### src/rtl/charge_session_authorization_fsm_top_defines.svh
// Assertion macros shared by the charging session authorization RTL.
// No dependencies; included by the modules that carry assertions.
`ifndef CHARGE_SESSION_AUTHORIZATION_FSM_TOP_DEFINES_SVH
`define CHARGE_SESSION_AUTHORIZATION_FSM_TOP_DEFINES_SVH
`ifndef SYNTH
// Property checked on the rising clock edge, disabled while reset is asserted.
`define CSA_ASSERT(lbl, clk, rstn, prop, msg) \
  lbl: assert property (@(posedge clk) disable iff (!rstn) prop) else $error(msg);
// Property checked on every rising clock edge, reset included.
`define CSA_ASSERT_ALWAYS(lbl, clk, prop, msg) \
  lbl: assert property (@(posedge clk) prop) else $error(msg);
`else
`define CSA_ASSERT(lbl, clk, rstn, prop, msg)
`define CSA_ASSERT_ALWAYS(lbl, clk, prop, msg)
`endif
`endif

### src/rtl/csa_pkg.sv
// Types, codes and constants of the charging session authorization block.
// No dependencies; used by the interfaces, csa_step and the top level.
`timescale 1ns / 1ps

package csa_pkg;

  localparam int CHANNELS   = 2;
  localparam int CH_BITS    = (CHANNELS > 1) ? $clog2(CHANNELS) : 1;
  localparam int COUNT_BITS = 20;
  localparam int TIMEOUT_W  = 20;
  localparam int SRC_BITS   = 7;
  localparam int CFG_ADDR_W = 2;
  localparam int CFG_DATA_W = 20;

  // Configuration register indexes.
  localparam logic [CFG_ADDR_W-1:0] REG_OPEN_MASK   = 2'd0;
  localparam logic [CFG_ADDR_W-1:0] REG_CANCEL_MASK = 2'd1;
  localparam logic [CFG_ADDR_W-1:0] REG_NOPLUG_TMO  = 2'd2;

  localparam logic [SRC_BITS-1:0]  OPEN_MASK_RST   = 7'h7F;
  localparam logic [SRC_BITS-1:0]  CANCEL_MASK_RST = 7'h7F;
  localparam logic [TIMEOUT_W-1:0] NOPLUG_TMO_RST  = 20'd6000;

  // Item function codes.
  localparam logic [1:0] FUNC_TICK = 2'd0;
  localparam logic [1:0] FUNC_SET  = 2'd1;
  localparam logic [1:0] FUNC_CLR  = 2'd2;

  // Pilot voltage classes.
  localparam logic [2:0] PILOT_12V = 3'd0;
  localparam logic [2:0] PILOT_9V  = 3'd1;
  localparam logic [2:0] PILOT_2V  = 3'd4;
  localparam logic [2:0] PILOT_4V  = 3'd5;

  // Fault handler levels.
  localparam logic [1:0] COND_SUSPEND = 2'd1;
  localparam logic [1:0] COND_CANCEL  = 2'd2;

  // Stop reasons.
  localparam logic [1:0] STOP_NONE   = 2'd0;
  localparam logic [1:0] STOP_ERROR  = 2'd1;
  localparam logic [1:0] STOP_REMOTE = 2'd2;

  // Close source codes beyond the cancel request bits.
  localparam logic [3:0] CL_SERIOUS = 4'd8;
  localparam logic [3:0] CL_NOPLUG  = 4'd9;
  localparam logic [3:0] CL_DRAWN   = 4'd10;

  // Open sources whose request is acknowledged: rfid, bt, net and noauth.
  localparam logic [SRC_BITS-1:0] CONSUME_MASK = 7'b010_0111;

  // Bit of the emergency-stop flag in the cancel requests.
  localparam int EMER_BIT = 6;

  typedef enum logic [2:0] {
    MODE_IDLE   = 3'd0,
    MODE_UNAUTH = 3'd1,
    MODE_AUTH   = 3'd2,
    MODE_REQ    = 3'd3,
    MODE_CHG    = 3'd4
  } mode_t;

  typedef struct packed {
    mode_t                 mode;
    logic                  req;
    logic [2:0]            osrc;
    logic [3:0]            csrc;
    logic [COUNT_BITS-1:0] cnt;
  } chan_st_t;

  typedef struct packed {
    logic [SRC_BITS-1:0]  open_enable_mask;
    logic [SRC_BITS-1:0]  cancel_enable_mask;
    logic [TIMEOUT_W-1:0] noplug_timeout;
  } csa_cfg_t;

  typedef struct packed {
    logic [1:0]          func;
    logic [CH_BITS-1:0]  channel;
    logic [2:0]          pilot_level;
    logic                evse_three_dot;
    logic [SRC_BITS-1:0] open_requests;
    logic [SRC_BITS-1:0] cancel_requests;
    logic                safety_fault;
    logic                fota_active;
    logic [1:0]          charge_condition;
    logic                remote_suspend;
    logic                reset_prepare;
  } csa_item_t;

  typedef struct packed {
    logic [2:0]          mode;
    logic                authorized;
    logic                charge_enable;
    logic [1:0]          stop_reason;
    logic [2:0]          open_source;
    logic [3:0]          close_source;
    logic                request_pending;
    logic [SRC_BITS-1:0] consumed_open;
    logic                clear_faults;
  } csa_res_t;

endpackage

### src/rtl/csa_if.sv
// Handshake channel interfaces: item input, result output and register writes.
// Depends on csa_pkg for field widths.
`timescale 1ns / 1ps

interface csa_in_if import csa_pkg::*; ();
  logic                valid;
  logic                ready;
  logic [1:0]          func;
  logic [CH_BITS-1:0]  channel;
  logic [2:0]          pilot_level;
  logic                evse_three_dot;
  logic [SRC_BITS-1:0] open_requests;
  logic [SRC_BITS-1:0] cancel_requests;
  logic                safety_fault;
  logic                fota_active;
  logic [1:0]          charge_condition;
  logic                remote_suspend;
  logic                reset_prepare;

  modport source (
    output valid, func, channel, pilot_level, evse_three_dot, open_requests,
           cancel_requests, safety_fault, fota_active, charge_condition,
           remote_suspend, reset_prepare,
    input  ready
  );
  modport sink (
    input  valid, func, channel, pilot_level, evse_three_dot, open_requests,
           cancel_requests, safety_fault, fota_active, charge_condition,
           remote_suspend, reset_prepare,
    output ready
  );
endinterface

interface csa_out_if import csa_pkg::*; ();
  logic                valid;
  logic                ready;
  logic [2:0]          mode;
  logic                authorized;
  logic                charge_enable;
  logic [1:0]          stop_reason;
  logic [2:0]          open_source;
  logic [3:0]          close_source;
  logic                request_pending;
  logic [SRC_BITS-1:0] consumed_open;
  logic                clear_faults;

  modport source (
    output valid, mode, authorized, charge_enable, stop_reason, open_source,
           close_source, request_pending, consumed_open, clear_faults,
    input  ready
  );
  modport sink (
    input  valid, mode, authorized, charge_enable, stop_reason, open_source,
           close_source, request_pending, consumed_open, clear_faults,
    output ready
  );
endinterface

interface csa_cfg_if import csa_pkg::*; ();
  logic                  valid;
  logic                  ready;
  logic [CFG_ADDR_W-1:0] addr;
  logic [CFG_DATA_W-1:0] data;

  modport source (output valid, addr, data, input ready);
  modport sink (input valid, addr, data, output ready);
endinterface

### src/rtl/charge_session_authorization_fsm_top.sv
// Each result passes through the stage-one register and then the output register.
// Throughput: one transaction per cycle while the output is not stalled; the per-channel
// state memory is read at acceptance and written back when the transaction leaves
// stage one, with a forward path for a back-to-back transaction on the same channel.
// Reset (rst_n, synchronous, active low): all channels read as idle with cleared
// state through per-entry valid bits; registers take their reset values at once.
`timescale 1ns / 1ps
`include "charge_session_authorization_fsm_top_defines.svh"

module charge_session_authorization_fsm_top import csa_pkg::*; (
  input  logic      clk,
  input  logic      rst_n,
  csa_in_if.sink    in_ch,
  csa_out_if.source out_ch,
  csa_cfg_if.sink   cfg_ch
);

  // Register file.
  csa_cfg_t cfg_r;
  csa_cfg_t cfg_nxt;

  // Channel state memory with valid bits that stand in for a clearing pass.
  chan_st_t            mem [CHANNELS];
  logic [CHANNELS-1:0] vld_r;
  chan_st_t            rd_data_r;
  logic                rd_vld_r;

  // Stage 1: item being updated.
  logic               s1_valid_r;
  logic               s1_valid_nxt;
  csa_item_t          s1_item_r;
  logic               fwd_hit_r;
  chan_st_t           fwd_st_r;
  logic               s1_adv;
  logic               in_acc;
  csa_item_t          in_item;
  chan_st_t           cur_st;
  chan_st_t           new_st;
  csa_res_t           new_res;

  // Output register.
  logic     out_valid_r;
  logic     out_valid_nxt;
  csa_res_t out_res_r;

  assign cfg_ch.ready = 1'b1;

  always_comb begin
    cfg_nxt = cfg_r;
    if (cfg_ch.valid) begin
      unique case (cfg_ch.addr)
        REG_OPEN_MASK:   cfg_nxt.open_enable_mask   = cfg_ch.data[SRC_BITS-1:0];
        REG_CANCEL_MASK: cfg_nxt.cancel_enable_mask = cfg_ch.data[SRC_BITS-1:0];
        REG_NOPLUG_TMO:  cfg_nxt.noplug_timeout     = cfg_ch.data[TIMEOUT_W-1:0];
        default: begin
        end
      endcase
    end
  end

  always_ff @(posedge clk) begin
    if (!rst_n) begin
      cfg_r.open_enable_mask   <= OPEN_MASK_RST;
      cfg_r.cancel_enable_mask <= CANCEL_MASK_RST;
      cfg_r.noplug_timeout     <= NOPLUG_TMO_RST;
    end else begin
      cfg_r <= cfg_nxt;
    end
  end

  always_comb begin
    in_item.func             = in_ch.func;
    in_item.channel          = in_ch.channel;
    in_item.pilot_level      = in_ch.pilot_level;
    in_item.evse_three_dot   = in_ch.evse_three_dot;
    in_item.open_requests    = in_ch.open_requests;
    in_item.cancel_requests  = in_ch.cancel_requests;
    in_item.safety_fault     = in_ch.safety_fault;
    in_item.fota_active      = in_ch.fota_active;
    in_item.charge_condition = in_ch.charge_condition;
    in_item.remote_suspend   = in_ch.remote_suspend;
    in_item.reset_prepare    = in_ch.reset_prepare;
  end

  assign s1_adv      = s1_valid_r && (!out_valid_r || out_ch.ready);
  assign in_ch.ready = !s1_valid_r || s1_adv;
  assign in_acc      = in_ch.valid && in_ch.ready;

  assign s1_valid_nxt  = in_acc || (s1_valid_r && !s1_adv);
  assign out_valid_nxt = s1_adv || (out_valid_r && !out_ch.ready);

  // The read at acceptance misses a write-back to the same channel at that
  // same edge, so the written value is held and takes precedence.
  assign cur_st = fwd_hit_r ? fwd_st_r : (rd_vld_r ? rd_data_r : '0);

  csa_step u_step (
    .st_i   (cur_st),
    .item_i (s1_item_r),
    .cfg_i  (cfg_r),
    .st_o   (new_st),
    .res_o  (new_res)
  );

  always_ff @(posedge clk) begin
    if (s1_adv) begin
      mem[s1_item_r.channel] <= new_st;
    end
    if (in_acc) begin
      rd_data_r <= mem[in_ch.channel];
    end
  end

  always_ff @(posedge clk) begin
    if (!rst_n) begin
      vld_r       <= '0;
      s1_valid_r  <= 1'b0;
      out_valid_r <= 1'b0;
    end else begin
      if (s1_adv) begin
        vld_r[s1_item_r.channel] <= 1'b1;
      end
      s1_valid_r  <= s1_valid_nxt;
      out_valid_r <= out_valid_nxt;
    end
  end

  always_ff @(posedge clk) begin
    if (in_acc) begin
      s1_item_r <= in_item;
      rd_vld_r  <= vld_r[in_ch.channel];
      fwd_hit_r <= s1_adv && (s1_item_r.channel == in_ch.channel);
      fwd_st_r  <= new_st;
    end
    if (s1_adv) begin
      out_res_r <= new_res;
    end
  end

  assign out_ch.valid           = out_valid_r;
  assign out_ch.mode            = out_res_r.mode;
  assign out_ch.authorized      = out_res_r.authorized;
  assign out_ch.charge_enable   = out_res_r.charge_enable;
  assign out_ch.stop_reason     = out_res_r.stop_reason;
  assign out_ch.open_source     = out_res_r.open_source;
  assign out_ch.close_source    = out_res_r.close_source;
  assign out_ch.request_pending = out_res_r.request_pending;
  assign out_ch.consumed_open   = out_res_r.consumed_open;
  assign out_ch.clear_faults    = out_res_r.clear_faults;

  `CSA_ASSERT(a_s1_hold, clk, rst_n, s1_valid_r && !s1_adv |=> s1_valid_r && $stable(s1_item_r), "stalled stage lost its transaction")
  `CSA_ASSERT(a_acc_loads, clk, rst_n, in_acc |=> s1_valid_r, "accepted transaction not in stage one")
  `CSA_ASSERT(a_consume_onehot, clk, rst_n, out_valid_r |-> $onehot0(out_res_r.consumed_open), "more than one open request acknowledged")
  `CSA_ASSERT(a_clear_grant, clk, rst_n, out_valid_r && out_res_r.clear_faults |-> out_res_r.mode == MODE_AUTH && out_res_r.open_source != 3'd0, "fault clear without a grant")
  `CSA_ASSERT(a_enable_req, clk, rst_n, out_valid_r && out_res_r.charge_enable |-> out_res_r.request_pending && out_res_r.stop_reason == STOP_NONE, "charger enabled without request")

endmodule

### src/rtl/csa_step.sv
// Next-state and result logic for one transaction on one channel.
// Depends on csa_pkg; instantiated by charge_session_authorization_fsm_top.
`timescale 1ns / 1ps

module csa_step import csa_pkg::*; (
  input  chan_st_t  st_i,
  input  csa_item_t item_i,
  input  csa_cfg_t  cfg_i,
  output chan_st_t  st_o,
  output csa_res_t  res_o
);

  logic [SRC_BITS-1:0] open_bits;
  logic [SRC_BITS-1:0] open_hot;
  logic [2:0]          open_idx;
  logic [SRC_BITS-1:0] cancel_bits;
  logic [2:0]          cancel_idx;
  logic                cancel_fire;
  logic [3:0]          cancel_code;
  logic                emer;
  logic                unplugged;
  logic                plugged;
  logic                open_ok;
  logic [COUNT_BITS:0] cnt_inc;
  chan_st_t            st;
  logic                enable;
  logic [1:0]          reason;
  logic [SRC_BITS-1:0] consumed;
  logic                clearf;

  // Lowest set request wins; the code is its bit position plus one.
  always_comb begin
    open_bits   = item_i.open_requests & cfg_i.open_enable_mask;
    cancel_bits = item_i.cancel_requests & cfg_i.cancel_enable_mask;
    open_hot    = open_bits & (~open_bits + 1'b1);
    open_idx    = '0;
    cancel_idx  = '0;
    for (int i = SRC_BITS - 1; i >= 0; i--) begin
      if (open_bits[i]) begin
        open_idx = 3'(i + 1);
      end
      if (cancel_bits[i]) begin
        cancel_idx = 3'(i + 1);
      end
    end
  end

  assign cancel_fire = (cancel_idx != '0) || (item_i.charge_condition >= COND_CANCEL);
  assign cancel_code = (cancel_idx != '0) ? {1'b0, cancel_idx} : CL_SERIOUS;
  assign emer        = cfg_i.cancel_enable_mask[EMER_BIT] & item_i.cancel_requests[EMER_BIT];
  assign open_ok     = !item_i.safety_fault && !emer && !item_i.fota_active &&
                       (open_idx != '0);
  assign unplugged   = (item_i.pilot_level == PILOT_12V) || (item_i.pilot_level == PILOT_4V);
  assign plugged     = (item_i.pilot_level >= PILOT_9V) && (item_i.pilot_level <= PILOT_2V);
  assign cnt_inc     = {1'b0, st_i.cnt} + 1'b1;

  always_comb begin
    st       = st_i;
    enable   = 1'b0;
    reason   = STOP_NONE;
    consumed = '0;
    clearf   = 1'b0;
    unique case (item_i.func)
      FUNC_SET: begin
        st.req = 1'b1;
      end
      FUNC_CLR: begin
        st.req = 1'b0;
      end
      FUNC_TICK: begin
        unique case (st_i.mode)
          MODE_IDLE: begin
            if (item_i.reset_prepare) begin
              st.mode = MODE_UNAUTH;
            end
          end
          MODE_UNAUTH: begin
            if (open_ok) begin
              st.osrc  = open_idx;
              st.mode  = MODE_AUTH;
              st.req   = 1'b1;
              st.cnt   = '0;
              consumed = open_hot & CONSUME_MASK;
              clearf   = 1'b1;
            end
          end
          MODE_AUTH: begin
            if (unplugged) begin
              // Counter saturates at its all-ones value.
              if (!cnt_inc[COUNT_BITS]) begin
                st.cnt = cnt_inc[COUNT_BITS-1:0];
              end
              if (32'(st.cnt) >= 32'(cfg_i.noplug_timeout)) begin
                st.csrc = CL_NOPLUG;
                st.mode = MODE_UNAUTH;
                st.cnt  = '0;
              end
            end else if (plugged) begin
              st.req  = 1'b1;
              st.mode = MODE_REQ;
            end
            if (cancel_fire) begin
              st.csrc = cancel_code;
              st.req  = 1'b0;
              st.mode = MODE_UNAUTH;
            end
          end
          MODE_REQ: begin
            if (unplugged) begin
              st.mode = MODE_AUTH;
            end else if (plugged && item_i.evse_three_dot) begin
              st.mode = MODE_CHG;
            end
            if (cancel_fire) begin
              st.csrc = cancel_code;
              st.req  = 1'b0;
              st.mode = MODE_UNAUTH;
            end
          end
          MODE_CHG: begin
            if (unplugged) begin
              st.mode = MODE_UNAUTH;
              st.req  = 1'b0;
              st.csrc = CL_DRAWN;
            end else if (cancel_fire) begin
              st.csrc = cancel_code;
              st.req  = 1'b0;
              st.mode = MODE_UNAUTH;
            end
          end
          default: begin
            st.mode = MODE_UNAUTH;
          end
        endcase
        // Without a request the channel always drops back to unauthorized.
        if (st.req) begin
          if (item_i.charge_condition == COND_SUSPEND) begin
            reason = STOP_ERROR;
          end else if (item_i.remote_suspend) begin
            reason = STOP_REMOTE;
          end else begin
            enable = 1'b1;
          end
        end else begin
          st.mode = MODE_UNAUTH;
        end
      end
      default: begin
      end
    endcase
  end

  assign st_o = st;

  always_comb begin
    res_o.mode            = st.mode;
    res_o.authorized      = (st.mode == MODE_AUTH) || (st.mode == MODE_REQ) ||
                            (st.mode == MODE_CHG);
    res_o.charge_enable   = enable;
    res_o.stop_reason     = reason;
    res_o.open_source     = st.osrc;
    res_o.close_source    = st.csrc;
    res_o.request_pending = st.req;
    res_o.consumed_open   = consumed;
    res_o.clear_faults    = clearf;
  end

endmodule
### src/flat_wrapper.sv
// flat-port wrapper written by rule: the top's interface ports become plain ports
module charge_session_authorization_fsm_top_flat import csa_pkg::*;
  (clk, rst_n, in_ch_valid, in_ch_func, in_ch_channel, in_ch_pilot_level, in_ch_evse_three_dot, in_ch_open_requests, in_ch_cancel_requests, in_ch_safety_fault, in_ch_fota_active, in_ch_charge_condition, in_ch_remote_suspend, in_ch_reset_prepare, in_ch_ready, out_ch_valid, out_ch_mode, out_ch_authorized, out_ch_charge_enable, out_ch_stop_reason, out_ch_open_source, out_ch_close_source, out_ch_request_pending, out_ch_consumed_open, out_ch_clear_faults, out_ch_ready, cfg_ch_valid, cfg_ch_addr, cfg_ch_data, cfg_ch_ready);
  csa_in_if in_ch_i ();
  csa_out_if out_ch_i ();
  csa_cfg_if cfg_ch_i ();
  input  logic clk;
  input  logic rst_n;
  input wire logic [$bits(in_ch_i.valid)-1:0] in_ch_valid;
  input wire logic [$bits(in_ch_i.func)-1:0] in_ch_func;
  input wire logic [$bits(in_ch_i.channel)-1:0] in_ch_channel;
  input wire logic [$bits(in_ch_i.pilot_level)-1:0] in_ch_pilot_level;
  input wire logic [$bits(in_ch_i.evse_three_dot)-1:0] in_ch_evse_three_dot;
  input wire logic [$bits(in_ch_i.open_requests)-1:0] in_ch_open_requests;
  input wire logic [$bits(in_ch_i.cancel_requests)-1:0] in_ch_cancel_requests;
  input wire logic [$bits(in_ch_i.safety_fault)-1:0] in_ch_safety_fault;
  input wire logic [$bits(in_ch_i.fota_active)-1:0] in_ch_fota_active;
  input wire logic [$bits(in_ch_i.charge_condition)-1:0] in_ch_charge_condition;
  input wire logic [$bits(in_ch_i.remote_suspend)-1:0] in_ch_remote_suspend;
  input wire logic [$bits(in_ch_i.reset_prepare)-1:0] in_ch_reset_prepare;
  output wire logic [$bits(in_ch_i.ready)-1:0] in_ch_ready;
  output wire logic [$bits(out_ch_i.valid)-1:0] out_ch_valid;
  output wire logic [$bits(out_ch_i.mode)-1:0] out_ch_mode;
  output wire logic [$bits(out_ch_i.authorized)-1:0] out_ch_authorized;
  output wire logic [$bits(out_ch_i.charge_enable)-1:0] out_ch_charge_enable;
  output wire logic [$bits(out_ch_i.stop_reason)-1:0] out_ch_stop_reason;
  output wire logic [$bits(out_ch_i.open_source)-1:0] out_ch_open_source;
  output wire logic [$bits(out_ch_i.close_source)-1:0] out_ch_close_source;
  output wire logic [$bits(out_ch_i.request_pending)-1:0] out_ch_request_pending;
  output wire logic [$bits(out_ch_i.consumed_open)-1:0] out_ch_consumed_open;
  output wire logic [$bits(out_ch_i.clear_faults)-1:0] out_ch_clear_faults;
  input wire logic [$bits(out_ch_i.ready)-1:0] out_ch_ready;
  input wire logic [$bits(cfg_ch_i.valid)-1:0] cfg_ch_valid;
  input wire logic [$bits(cfg_ch_i.addr)-1:0] cfg_ch_addr;
  input wire logic [$bits(cfg_ch_i.data)-1:0] cfg_ch_data;
  output wire logic [$bits(cfg_ch_i.ready)-1:0] cfg_ch_ready;
  assign in_ch_i.valid = in_ch_valid;
  assign in_ch_i.func = in_ch_func;
  assign in_ch_i.channel = in_ch_channel;
  assign in_ch_i.pilot_level = in_ch_pilot_level;
  assign in_ch_i.evse_three_dot = in_ch_evse_three_dot;
  assign in_ch_i.open_requests = in_ch_open_requests;
  assign in_ch_i.cancel_requests = in_ch_cancel_requests;
  assign in_ch_i.safety_fault = in_ch_safety_fault;
  assign in_ch_i.fota_active = in_ch_fota_active;
  assign in_ch_i.charge_condition = in_ch_charge_condition;
  assign in_ch_i.remote_suspend = in_ch_remote_suspend;
  assign in_ch_i.reset_prepare = in_ch_reset_prepare;
  assign in_ch_ready = in_ch_i.ready;
  assign out_ch_valid = out_ch_i.valid;
  assign out_ch_mode = out_ch_i.mode;
  assign out_ch_authorized = out_ch_i.authorized;
  assign out_ch_charge_enable = out_ch_i.charge_enable;
  assign out_ch_stop_reason = out_ch_i.stop_reason;
  assign out_ch_open_source = out_ch_i.open_source;
  assign out_ch_close_source = out_ch_i.close_source;
  assign out_ch_request_pending = out_ch_i.request_pending;
  assign out_ch_consumed_open = out_ch_i.consumed_open;
  assign out_ch_clear_faults = out_ch_i.clear_faults;
  assign out_ch_i.ready = out_ch_ready;
  assign cfg_ch_i.valid = cfg_ch_valid;
  assign cfg_ch_i.addr = cfg_ch_addr;
  assign cfg_ch_i.data = cfg_ch_data;
  assign cfg_ch_ready = cfg_ch_i.ready;
  charge_session_authorization_fsm_top u_core (.clk(clk), .rst_n(rst_n), .in_ch(in_ch_i), .out_ch(out_ch_i), .cfg_ch(cfg_ch_i));
endmodule
### config.mk
export PLATFORM = sky130hd
export DESIGN_NAME = charge_session_authorization_fsm_top_flat
export DESIGN_NICKNAME = d
export VERILOG_FILES = /design/src/rtl/csa_pkg.sv /design/src/rtl/csa_if.sv /design/src/rtl/charge_session_authorization_fsm_top.sv /design/src/rtl/csa_step.sv /design/src/flat_wrapper.sv
export VERILOG_INCLUDE_DIRS = /design/src /design/src/rtl
export SDC_FILE = /design/constraint.sdc
export NUM_CORES = 1
export LEC_CHECK = 0
export ABC_CLOCK_PERIOD_IN_PS = 5730
export BUFFER_PORTS_ARGS = -buffer_cell sky130_fd_sc_hd__clkbuf_2
export CAP_MARGIN = 20
export CORE_MARGIN = 2
export CORE_UTILIZATION = 48
export CTS_BUF_LIST = sky130_fd_sc_hd__clkbuf_8
export DETAILED_ROUTE_END_ITERATION = 16
export GPL_TIMING_DRIVEN = 0
export PLACE_DENSITY = 0.7
export SYNTH_ARGS = -nofsm -noshare
export SYNTH_HDL_FRONTEND = slang
export SYNTH_SLANG_ARGS = --single-unit
### constraint.sdc
create_clock -name clk -period 5.73 [get_ports clk]
set_clock_uncertainty 0.05 [all_clocks]
set_input_delay 0.2865 -clock clk [delete_from_list [all_inputs] [get_ports clk]]
set_output_delay 0.2865 -clock clk [all_outputs]
set_load 0.01 [all_outputs]
==> qor.yml <==
status: "finished, final reports clean"
grt_pass1_wl_mm: 35.6
min_period_ns: 5.40
setup_ws_ns: 0.330
io_buffers: 74
drv_slew: 0
clock_latency_ns: 0.53
clock_path_buffers: 3
synth_area_leaders: "edfxtp_1 (55%), dfxtp_1 (8.0%), nand2_1 (4.7%)"
h-tree-depth: 2
top_layer: "met4"
grt_pass1_vias: 6802
via_per_inst: 5.58
start_util_pct: 48.9
synthArstFlopShare_pct: 0
numCtsBuffers: 36
clock_sinks: 211
cts_tree: "built"
diodes: 0
dieArea_mm2: 0.0210
tns_ns: 0
dp_slack_ns: -0.865
wl_mm: 23.3
synth_cell_types: 71
grt_usage_pct: 22.4
utilization_pct: 59.7
worstMarginPinSlew_ns: 0.974
vias: 6978
synth-seq-area-share_pct: 62.6
synthFlopType: "edfxtp_1"
rows: 51
finalSetupViolations: 0
antenna_found_initial: 0
gp_congestion: 0.890
drv_cap: 0
dr_wl_met2_mm: 11.6
p_leak_nw: 4.45
hold_viol_final: 0
syn_to_final_growth_pct: 22.1
synthCells: 788
dp.cells: 1132
die_w_um: 145
p_per_area_mw_per_mm2: 302
wl_per_cell_um: 18.7
critPathKind: "reg2reg"
dr.pass1.iters: 5
yosysTopAreaCell: "edfxtp_1"
path_clk_slew_ns: 0.06
drtAntennaViolNets: 0
dieHeight_um: 145
grt_max_degree: 49
slew_headroom_pct: 34.6
clockRootBuffer: "clkbuf_8"
met3_length_mm: 1.59
worstPathArrival_ns: 5.68
drc: 0
synth_edf_count: 173
met1_length_mm: 9.62
ys_warn_count: 0
fin_nets: 1034
grt_overflow: 0
synth_top_area_share_pct: 54.6
io_pins: 80
path_max_fanout: 10
fin_cells: 1250
hpwlAfterDp_mm: 15.2
fill_cells: 1529
coreArea_mm2: 0.0195
cp-end-kind: "register"
max_freq_mhz: 185
startpoint_type: "register"
drtIter0Drc: 520
vdd_ir_drop_max_mv: 0.218
syn_area_mm2: 0.00952
hp-class: "in2reg"
drive_above_1_share_pct: 20.9
synth_seq_cells: 211
synth.avg_cell_area_um2: 12.1
required_ns: 6.01
fin_crit_sh_pct: 94.2
-- worst paths after layout --
kind,startpoint,end,cells after the start,slack [ns]
min,cfg_ch_data[13],u_core.cfg_r[13],3,0.02
max,u_core.rd_vld_r,u_core.fwd_st_r[5],20,0.33
max reg2reg,u_core.rd_vld_r,u_core.fwd_st_r[5],20,0.33
min reg2reg,u_core.cfg_r[3],u_core.cfg_r[3],2,0.41
-- through the flow --
stage | area (um2) | total power [W] | hold WS, ns
2_1_floorplan | 9530 | 0.00203 | 0.335
3_3_place_gp | 10200 | 0.00214 | 0.395
3_5_place_dp | 10300 | 0.00215 | 0.403
4_1_cts | 11500 | 0.00353 | 0.0116
5_1_grt | 11600 | 0.00364 | 0.0401
6_report | 11600 | 0.00351 | 0.0220
-- timing repair --
| item | in CTS | in global routing |
|---|---|---|
| pin swaps | 2 | 4 |
| resized for setup | 8 | 13 |
| setup endpoints to repair | 83 | 78 |
| setup buffers | 0 | 7 |
| hold buffers | 47 | 0 |
| hold endpoints to repair | 58 | 0 |
-- worst max-delay path, cell delays in order (launching register included) --
cell and delay (ns):
edfxtp_1 0.52, nor2b_1 0.18, clkbuf_2 0.26, a22oi_1 0.17, inv_1 0.13, ha_1 0.26
nand4b_4 0.24, nor4_4 0.45, buf_4 0.18, nor3_1 0.04, a21oi_1 0.25, ha_1 0.31
a21oi_1 0.18, a21boi_0 0.13, o311ai_1 0.35, o21ai_2 0.20, or2_2 0.40, nor3_4 0.19
buf_2 0.28, nand3_1 0.14, mux2i_2 0.28
-- layout make-up --
class                      instances  area, um2  share of cell area (%)
clock inverter                    27        200                    1.72
inverter                          29        109                   0.936
multi-input combinational        519       3420                    29.4
tap                              265        332                    2.85
clock buffer                      37        509                    4.38
sequential                       211       5960                    51.2
timing repair buffer             131        961                    8.26
buffer                            31        141                    1.22
-- power by group --
group | leakage, nW | switching [W] | total, W | internal (W)
Sequential | 1.99 | 0.0000364 | 0.00180 | 0.00176
Combinational | 2.07 | 0.000221 | 0.000367 | 0.000146
Clock | 0.392 | 0.000608 | 0.00135 | 0.000741
Total | 4.45 | 0.000865 | 0.00351 | 0.00265
-- state kept, by name (all words and copies together), names as in the netlist, 2 cells and up --
register                     cells
u_core.out_ch.mode               3
u_core.s1_item_r                27
u_core.cfg_r                    34
u_core.out_ch.close_source       4
u_core.rd_data_r                31
u_core.out_ch.stop_reason        2
u_core.fwd_st_r                 31
u_core.out_ch.open_source        3
u_core.out_ch.consumed_open      4
u_core.vld_r                     2
u_core.mem                      62
-- cells in the mapped netlist (all sizes together) (7+ instances only) --
cell type    n
o211ai       9
nor2        31
xnor2        8
a21boi      15
a21oi       50
a22oi       23
o21a        12
buf         14
ha          21
dfxtp       38
nand3b       7
nand2      121
mux2        34
o21ai       29
nand3       31
nor3        12
a22o        11
clkbuf      17
xor2         8
edfxtp     173
inv         29
nor2b        7
-- metal layers --
layer / track usage [%] / vias up
li1: - / 3303
met1: 28.7 / 3366
met2: 38.6 / 267
met3: 4.21 / 42
met4: 7.46 / 0
met5: 0 / -
-- cells in the final DEF (no fill, tap or decap), drive strengths merged, types with 14 or more instances in the layout --
master,Yosys,routed
clkbuf,17,128
o21ai,29,29
buf,14,24
a22oi,23,23
edfxtp,173,173
ha,21,21
clkinv,0,14
nand3,31,31
mux2,34,34
inv,29,38
dfxtp,38,38
a21oi,50,50
a21boi,15,15
nand2,121,121
dlygate4sd3,0,47
nor2,31,31
-- cell families (layout without fill, tap and decap cells) --
logic type               after synthesis  count (layout)  share of synthesized area, %
buffers and inverters                 60             255                          2.59
AND/OR/NAND/NOR                      256             256                          13.1
flip-flops                           211             211                          62.6
XOR/XNOR                              16              16                          1.47
multiplexers                          37              37                          4.34
AO/OA/AOI/OAI                        185             185                          13.1
adder cells (fa/ha/maj)               21              21                          2.76
other                                  2               4                        0.0789
(Power assumes the default switching activity.)
